$ cat src/rtl/core/cell_integral_sine_product_unit_defines.svh
// Assertion macros shared by the cell integral sine product unit.
`ifndef CELL_INTEGRAL_SINE_PRODUCT_UNIT_DEFINES_SVH
`define CELL_INTEGRAL_SINE_PRODUCT_UNIT_DEFINES_SVH

// Implication checked in the same cycle, clocked on clk and held off during reset.
`define CSP_ASSERT_IMPLY(lbl, ante, cons, msg) \
lbl: assert property (@(posedge clk) disable iff (!arst_n) (ante) |-> (cons)) else $error(msg);

// Implication whose consequent is checked in the cycle after the antecedent.
`define CSP_ASSERT_NEXT(lbl, ante, cons, msg) \
lbl: assert property (@(posedge clk) disable iff (!arst_n) (ante) |=> (cons)) else $error(msg);

`endif

$ cat src/rtl/core/csp_pkg.sv
// Package with types, constants and helper functions of the cell integral sine product unit.
`default_nettype none

package csp_pkg;

	localparam int MAX_CELLS_DEF = 64;
	localparam int CORDIC_STEPS = 30;
	localparam int TrigW = 34;

	localparam logic [46:0] TWO_PI_Q44 = 47'h6487ED5110B5;
	localparam logic signed [TrigW-1:0] PI_Q30 = 34'sd3373259426;
	localparam logic signed [TrigW-1:0] TWO_PI_Q30 = 34'sd6746518852;
	localparam logic signed [TrigW-1:0] HALF_PI_Q30 = 34'sd1686629713;
	localparam logic signed [TrigW-1:0] QUARTER_PI_Q30 = 34'sd843314857;
	localparam logic signed [TrigW-1:0] CORDIC_GAIN_Q30 = 34'sd652032874;

	// Evaluation points of the setup: u0, u0+du, u0+2du and the step du itself.
	localparam logic [1:0] EV_U0 = 2'd0;
	localparam logic [1:0] EV_U1 = 2'd1;
	localparam logic [1:0] EV_U2 = 2'd2;
	localparam logic [1:0] EV_DU = 2'd3;

	typedef logic signed [TrigW-1:0] atan_tab_t [CORDIC_STEPS];

	typedef struct packed {
		logic signed [31:0] start_angle;
		logic signed [31:0] step_angle;
		logic [6:0]         cell_count;
		logic signed [31:0] freq_one;
		logic signed [31:0] freq_two;
	} req_t;

	typedef struct packed {
		logic signed [31:0] integral;
		logic [5:0]         cell_index;
		logic               last;
	} res_t;

	typedef enum logic [1:0] {
		MODE_ZERO    = 2'd0,
		MODE_EQUAL   = 2'd1,
		MODE_GENERAL = 2'd2
	} mode_t;

	typedef struct packed {
		logic       load;
		logic       trig_start;
		logic       trig_store;
		logic       track;
		logic [1:0] ev;
		logic       mul;
		logic       recur;
		logic       div_start;
		logic       div_take;
		logic       first;
		logic       emit;
		logic [5:0] cell_idx;
		logic       last;
	} cmd_t;

	typedef struct packed {
		mode_t mode;
		logic  trig_done;
		logic  div_done;
	} sts_t;

	// Unsigned quotient by restoring long division, only used while building constants.
	function automatic longint udiv_const(input longint a, input longint b);
		longint q;
		longint r;
		int i;
		q = 0;
		r = 0;
		for (i = 62; i >= 0; i--) begin
			r = (r <<< 1) | ((a >>> i) & longint'(1));
			if (r >= b) begin
				r = r - b;
				q = q | (longint'(1) <<< i);
			end
		end
		return q;
	endfunction

	// Arctangents of 2^-i in Q30, from the odd power series evaluated in Q62.
	function automatic atan_tab_t build_atan();
		atan_tab_t tab;
		longint acc;
		longint term;
		int i;
		int n;
		tab[0] = QUARTER_PI_Q30;
		for (i = 1; i < CORDIC_STEPS; i++) begin
			acc = 0;
			for (n = 0; i * (2 * n + 1) <= 62; n++) begin
				term = udiv_const(longint'(1) <<< (62 - i * (2 * n + 1)),
					longint'(2 * n + 1));
				acc = n[0] ? acc - term : acc + term;
			end
			tab[i] = TrigW'((acc + (longint'(1) <<< 31)) >>> 32);
		end
		return tab;
	endfunction

	localparam atan_tab_t ATAN_TAB = build_atan();

	// Clamp a Q30 value to the range -2 .. 2.
	function automatic logic signed [32:0] clamp2(input logic signed [39:0] v);
		if (v > 40'sd2147483648)
			return 33'sd2147483648;
		if (v < -40'sd2147483648)
			return -33'sd2147483648;
		return 33'(v);
	endfunction

	// Saturate to the signed 32-bit range.
	function automatic logic signed [31:0] sat32(input logic signed [44:0] v);
		if (v > 45'sd2147483647)
			return 32'sh7FFFFFFF;
		if (v < -45'sd2147483648)
			return 32'sh80000000;
		return 32'(v);
	endfunction

endpackage

`default_nettype wire

$ cat src/rtl/core/csp_ctrl.sv
// Controller state machine: sequences setup evaluations, recurrence steps, divisions and result beats.
`default_nettype none

module csp_ctrl import csp_pkg::*; #(
	parameter int MAX_CELLS = MAX_CELLS_DEF
) (
	input  wire logic       clk,
	input  wire logic       arst_n,
	input  wire logic       start,
	input  wire logic [6:0] cell_count,
	input  wire sts_t       sts,
	output logic            busy,
	output cmd_t            cmd
);

	localparam int CntW = $clog2(MAX_CELLS + 1);

	typedef enum logic [9:0] {
		ST_IDLE      = 10'b0000000001,
		ST_DECIDE    = 10'b0000000010,
		ST_TRIG_GO   = 10'b0000000100,
		ST_TRIG_WAIT = 10'b0000001000,
		ST_CELL      = 10'b0000010000,
		ST_MUL       = 10'b0000100000,
		ST_RECUR     = 10'b0001000000,
		ST_DIV_GO    = 10'b0010000000,
		ST_DIV_WAIT  = 10'b0100000000,
		ST_EMIT      = 10'b1000000000
	} state_t;

	state_t state_q, state_d;
	logic [CntW-1:0] n_q, j_q, n_eff;
	logic tr_q;
	logic [1:0] ev_q;
	logic general, last_cell;

	assign n_eff     = (cell_count > 7'(MAX_CELLS)) ? CntW'(MAX_CELLS) : CntW'(cell_count);
	assign general   = (sts.mode == MODE_GENERAL);
	assign last_cell = ({1'b0, j_q} + 1'b1) == {1'b0, n_q};

	always_comb begin
		cmd          = '0;
		cmd.track    = tr_q;
		cmd.ev       = ev_q;
		cmd.first    = (j_q == '0);
		cmd.cell_idx = 6'(j_q);
		cmd.last     = last_cell;
		state_d      = state_q;
		unique case (state_q)
			ST_IDLE: begin
				if (start) begin
					cmd.load = 1'b1;
					if (n_eff != '0)
						state_d = ST_DECIDE;
				end
			end
			ST_DECIDE: state_d = (sts.mode == MODE_ZERO) ? ST_CELL : ST_TRIG_GO;
			ST_TRIG_GO: begin
				cmd.trig_start = 1'b1;
				state_d = ST_TRIG_WAIT;
			end
			ST_TRIG_WAIT: begin
				if (sts.trig_done) begin
					cmd.trig_store = 1'b1;
					if (ev_q == EV_DU && !(general && !tr_q))
						state_d = ST_CELL;
					else
						state_d = ST_TRIG_GO;
				end
			end
			ST_CELL: begin
				if (sts.mode == MODE_ZERO)
					state_d = ST_EMIT;
				else if (j_q >= CntW'(2))
					state_d = ST_MUL;
				else
					state_d = ST_DIV_GO;
			end
			ST_MUL: begin
				cmd.mul = 1'b1;
				state_d = ST_RECUR;
			end
			ST_RECUR: begin
				cmd.recur = 1'b1;
				state_d = (general && !tr_q) ? ST_MUL : ST_DIV_GO;
			end
			ST_DIV_GO: begin
				cmd.div_start = 1'b1;
				state_d = ST_DIV_WAIT;
			end
			ST_DIV_WAIT: begin
				if (sts.div_done) begin
					cmd.div_take = !tr_q;
					state_d = (general && !tr_q) ? ST_DIV_GO : ST_EMIT;
				end
			end
			ST_EMIT: begin
				cmd.emit = 1'b1;
				state_d = last_cell ? ST_IDLE : ST_CELL;
			end
			default: state_d = ST_IDLE;
		endcase
	end

	always_ff @(posedge clk or negedge arst_n) begin
		if (!arst_n) begin
			state_q <= ST_IDLE;
			n_q     <= '0;
			j_q     <= '0;
			tr_q    <= 1'b0;
			ev_q    <= EV_U0;
		end else begin
			state_q <= state_d;
			unique case (state_q)
				ST_IDLE: begin
					if (start) begin
						n_q <= n_eff;
						j_q <= '0;
					end
				end
				ST_DECIDE: begin
					tr_q <= 1'b0;
					ev_q <= EV_U0;
				end
				ST_TRIG_WAIT: begin
					if (sts.trig_done) begin
						if (ev_q == EV_DU) begin
							ev_q <= EV_U0;
							tr_q <= ~tr_q;
						end else begin
							ev_q <= ev_q + 2'd1;
						end
					end
				end
				ST_CELL:  tr_q <= 1'b0;
				ST_RECUR: tr_q <= general && !tr_q;
				ST_DIV_WAIT: begin
					if (sts.div_done)
						tr_q <= general && !tr_q;
				end
				ST_EMIT:  j_q <= j_q + 1'b1;
				default: ;
			endcase
		end
	end

	assign busy = (state_q != ST_IDLE);

endmodule

`default_nettype wire

$ cat config.mk
export PLATFORM = sky130hd
export DESIGN_NAME = csp_ctrl
export DESIGN_NICKNAME = d
export VERILOG_FILES = /design/src/rtl/core/cell_integral_sine_product_unit_defines.svh /design/src/rtl/core/csp_pkg.sv /design/src/rtl/core/csp_ctrl.sv
export SDC_FILE = /design/constraint.sdc
export NUM_CORES = 1
export LEC_CHECK = 0
export BUFFER_PORTS_ARGS = -buffer_cell sky130_fd_sc_hd__buf_2
export CORE_MARGIN = 3
export CORE_UTILIZATION = 50
export CTS_BUF_LIST = sky130_fd_sc_hd__clkbuf_4 sky130_fd_sc_hd__clkbuf_8
export CTS_CLUSTER_SIZE = 24
export DETAILED_ROUTE_END_ITERATION = 7
export GPL_TIMING_DRIVEN = 0
export PLACE_DENSITY = 0.84
export RECOVER_POWER = 100
export SYNTH_ARGS = -nofsm -noshare
export SYNTH_HDL_FRONTEND = slang
export SYNTH_SLANG_ARGS = --single-unit
$ cat constraint.sdc
create_clock -name clk -period 5 [get_ports clk]
set_clock_uncertainty 0.15 [all_clocks]
set_input_delay 1 -clock clk [delete_from_list [all_inputs] [get_ports clk]]
set_output_delay 1 -clock clk [all_outputs]
set_load 0.1 [all_outputs]
-- Yosys cells after proc, flatten, opt, wreduce, memory -nomap -nowiden
Cells that the tools add are included.
- flip-flop bits (word level): 27
- bits in latches: 0
- bits in writable memories: 0
- memory bits (read-only): 0
- output and inout port bits: 20
- logic and storage cells: 79
- memories kept: 0
- $add $sub $neg: 3
- multipliers: 0
- div/mod/pow operators: 0
- magnitude comparators: 2
- eq/ne operators: 19
- shift-type cells: 0
- muxes and demuxes: 33
- bitwise operators: 1
- reduce and logical (&&, ||, !) cells: 16
- operators with widths (operator ; count):
    $pmux 10 s10 ; 1
    $mux 10 ; 6
    $mux 8 ; 2
    $mux 5 ; 3
    $mux 1 ; 14
    $mux 7 ; 2
    $pmux 7 s2 ; 1
    $eq 10x1->1 const B ; 1
    $eq 10x10->1 const B ; 1
    $eq 10x2->1 const B ; 1
    $eq 10x3->1 const B ; 1
    $eq 10x4->1 const B ; 1
    $eq 10x5->1 const B ; 1
    $eq 10x6->1 const B ; 1
    $eq 10x7->1 const B ; 1
    $eq 10x8->1 const B ; 1
    $eq 10x9->1 const B ; 1
    $ne 10x1->1 const B ; 1
    $ne 2x2->1 const B ; 5
    $add 7x1->8 const B ; 1
    $eq 8x7->1 ; 1
    $reduce_and 4->1 ; 2
    $add 7x1->7 const B ; 1
    $ge 7x2->1 const B ; 1
    16 further kinds ; 23

-- Logic depth before layout (Yosys ltp)
- depth in word-level cells: 7
- depth in mapped cells: 9
- mapped depth without buffers: 7

-- Worst setup path after synthesis
Ideal clock, no wire load.
- path type: register -> output
- start: register state_q[0]
- end: output port cmd[9] (netlist bit)
- data arrival time: 3220 ps
- slack: 630 ps
- stages on the path, launching flop included: 5
- path through: dfstp_2 > buf_6 > nor4_4 > nand4_1 > nor3b_1
- RTL lines (item ; RTL line ; RTL):
    from (decl) ; csp_ctrl.sv:31 ; state_t state_q, state_d;
    from (signal assigned) ; csp_ctrl.sv:113 ; state_q <= state_d;
    to (decl) ; csp_ctrl.sv:13 ; output cmd_t cmd

-- Final worst setup path
- start: register j_q[0]
- end: output port cmd[0] (netlist bit)
- longest elaborated chain between the ends: 2
- ends and longest elaborated chain (item ; RTL line ; RTL):
    from (decl) ; csp_ctrl.sv:32 ; logic [CntW-1:0] n_q, j_q, n_eff;
    from (signal assigned) ; csp_ctrl.sv:141 ; ST_EMIT: j_q <= j_q + 1'b1;
    $add 7x1->8 ; csp_ctrl.sv:39 ; assign last_cell = ({1'b0, j_q} + 1'b1) == {1'b0, n_q};
    $eq 8x7->1 ; csp_ctrl.sv:39 ;
Every way passes these cells.

==> metrics.md <==
| Metric | Value |
|---|---|
| Placed Cells | `a little under 300` |
| Highest clock rate | `235 MHz` |
| Max Slew Vio Count | `0` |
| Final Setup Violations | `0` |
| Post-CTS Setup Bufs | `0` |
| CTS H-tree lvls | `1` |
| Share of cells above drive strength 1 | `roughly 15%` |
| TNS Setup | `0 ns` |
| MaxCap Viol Count | `0` |
| CP Data Arrival Time | `3.10 ns` |
| Synthesized Nets | `between 200 and 250` |
| Core Box Area | `0.00352 sq mm` |
| Hold Crit Class | `reg -> reg` |
| Yosys Warn Count | `0` |
| VDD IR max | `about 0.47 mV` |
| Final instance area | `between 0.002 and 0.0025 sq mm` |
| Pre-Repair DR Iteration Count | `4` |
| Placer Congestion | `0.903` |
| Period utilization | `a little under nine tenths` |
| First-pass GRT wire length | `7640 um` |
| DP Worst Slack | `approximately 1.6 ns` |
| Main flop type after synthesis | `dfrtp_1` |
| Worst path required time | `3.85 ns` |
| Slew @ Worst Pin | `1.46 ns` |
| DRT antenna net count | `0` |
| Syn Inst Count | `218` |
| Vias | `1726` |
| Crit end category | `output pin` |
| # IOs | `34` |
| CP Class | `reg -> out` |
| WL per Instance | `14.5 um` |
| CTS tree | `built` |
| DIE AREA | `0.00464 sq mm` |
| Async set or reset register ratio after synthesis | `100%` |
| Post-route DRC | `0` |
| PortBufs | `33` |
| Unique cell type count in the Yosys netlist | `62` |
| Area delta synth->final | `9.28%` |
| CTS max path bufs | `2` |
| Row cnt | `21` |
| Synth Register Bits | `27` |
| Detail Placement HPWL | `3310 um` |
| Critical path startpoint category | `flip-flop` |
| Clk pin slew, worst setup/hold paths | `about 0.09 ns` |
| # diodes | `0` |
| Initial Util | `54.8%` |
| Status | `completed` |
| Root Buffer | `clkbuf_8` |
| Register area share after synthesis | `35.1%` |
| Tmin final | `4.25 ns` |
| Worst relative slew slack | `2.58%` |
| Lkg Pwr | `0.979 nW` |
| NumNets Final | `around 270` |
| Syn avg cell area | `8.84 sq um` |
| Final setup margin | `0.749 ns` |
| CTS Sinks | `27` |
| Die W | `68.1 um` |
| Area after DPL | `0.00215 sq mm` |
| RSZ-0062 raised after global routing | `false` |
| CTS buffer count | `3` |
| Hold_buf cts | `0` |
| Synth Cell Area | `just under 0.002 sq mm` |
| PwrDens | `411 mW/mm^2` |
| Post_cts resized | `0` |
| Chip Height | `68.1 um` |
| Crit path max fanout | `8` |
| Gr usage total | `21.5%` |
| Via/cell ratio | `5.73` |
| Largest net degree at the start of global routing | `28` |
| GRT overflow | `0` |
| Initial antenna violation count | `0` |
| DRT Wirelength | `around 4400 um` |
| Vias in the first global route | `1617` |
| Post-route insts no fill | `301` |
| Final Hold Fails | `0` |
| Iteration-0 DRC Markers | `102` |
| Post-synth EDFFs | `0` |
| Clk_lat worst skew | `0.28 ns` |
[cell usage after synthesis (all sizes together) (4+ instances only)]
master	count	area (sq um)
o31ai	5	37.5
inv	11	41.3
nand2	15	56.3
nor2b	4	25.0
and3	6	40.0
xnor2	6	52.6
buf	12	95.1
xor2	5	43.8
and2	7	46.3
nor3	4	41.3
dfrtp	26	651
nand3	9	45.0
nand4	7	50.1
o21ai	18	90.1
nand2b	5	31.3
a21oi	10	50.1
nor2	20	75.1
ha	4	50.1
[per-layer routing]
layer / vias to the layer above / GRT usage (%) / share of wire (%)
li1: 856 / - / -
met1: 811 / 32.9 / 49
met2: 55 / 31.9 / 44
met3: 4 / 2.96 / 5.9
met4: 0 / 5.21 / 0.96
met5: - / 0 / 0
[cell type report]
type / instances / area [sq um]
fill: 339 / 1410
multi-input combinational: 167 / 1060
sequential: 27 / 677
timing repair buffer: 33 / 140
buffer: 13 / 80.1
tap: 46 / 57.6
clock buffer: 4 / 48.8
inverter: 11 / 41.3
[kinds of logic after synthesis]
family / count (synthesis) / share of synthesized area, %
and+or+nand+nor: 96 / 30.7
AOI/OAI and AO/OA: 55 / 18.8
DFF: 27 / 35.1
buffers and inverters: 24 / 7.27
xor gates and xnor gates: 11 / 5.00
adders and majority gates: 4 / 2.60
muxes: 1 / 0.584
[flip-flops by register name, summed over array words and instances, names as in the netlist]
name / flops
j_q: 7
ev_q: 2
state_q: 10
tr_q: 1
n_q: 7
[critical path, stage by stage (launching register included)]
cell,delay (ns)
dfrtp_1,0.48
ha_1,0.30
and3_1,0.19
buf_2,0.15
and3_1,0.15
nor4_1,0.28
nand4_1,0.21
inv_1,0.11
buf_4,0.10
clkbuf_1,0.85
[final timing paths]
path                            slack (ns)  cells past startpoint       start      to
worst max register to register        2.18                      8  state_q[0]  j_q[6]
worst min register to register        0.36                      2      n_q[0]  n_q[0]
worst max-delay path                  0.75                      9      j_q[0]  cmd[0]
max in group asynchronous             2.95                      1      arst_n  j_q[1]
worst min-delay path                  0.36                      2      n_q[0]  n_q[0]
min in group asynchronous             0.90                      1      arst_n  n_q[5]
[per-stage QoR]
step                      total power [mW]  util, %  hold WS, ns
after floorplan                      0.688        -        0.319
after CTS                            0.909     62.5        0.367
after detailed placement             0.774     61.1        0.346
after global placement               0.766     61.1        0.338
final                                0.866     59.8        0.364
after global routing                 0.921     59.8        0.411
[cell usage in the layout (no fill, tap or decap), types with 3 or more instances in the layout]
cell type	instances
clkbuf_8	3
and3_1	4
nand4_1	7
o21ai_0	17
o31ai_1	5
buf_4	8
o21a_1	3
clkbuf_1	24
inv_1	11
and2_0	5
or2_2	3
xnor2_1	6
nor2_1	20
xor2_1	5
o22ai_1	3
ha_1	4
buf_2	14
a21oi_1	10
nor2b_1	4
dfrtp_1	26
nand2b_1	5
nand2_1	15
nand3_1	9
[power by group]
| part | switching, mW | internal [mW] | leakage [nW] |
|---|---|---|---|
| combinational | 0.298 | 0.125 | 0.589 |
| sequential | 0.0448 | 0.265 | 0.363 |
| clock | 0.0706 | 0.0627 | 0.0262 |
| total | 0.414 | 0.453 | 0.979 |
No activity file was read; power rests on OpenSTA's default activity.
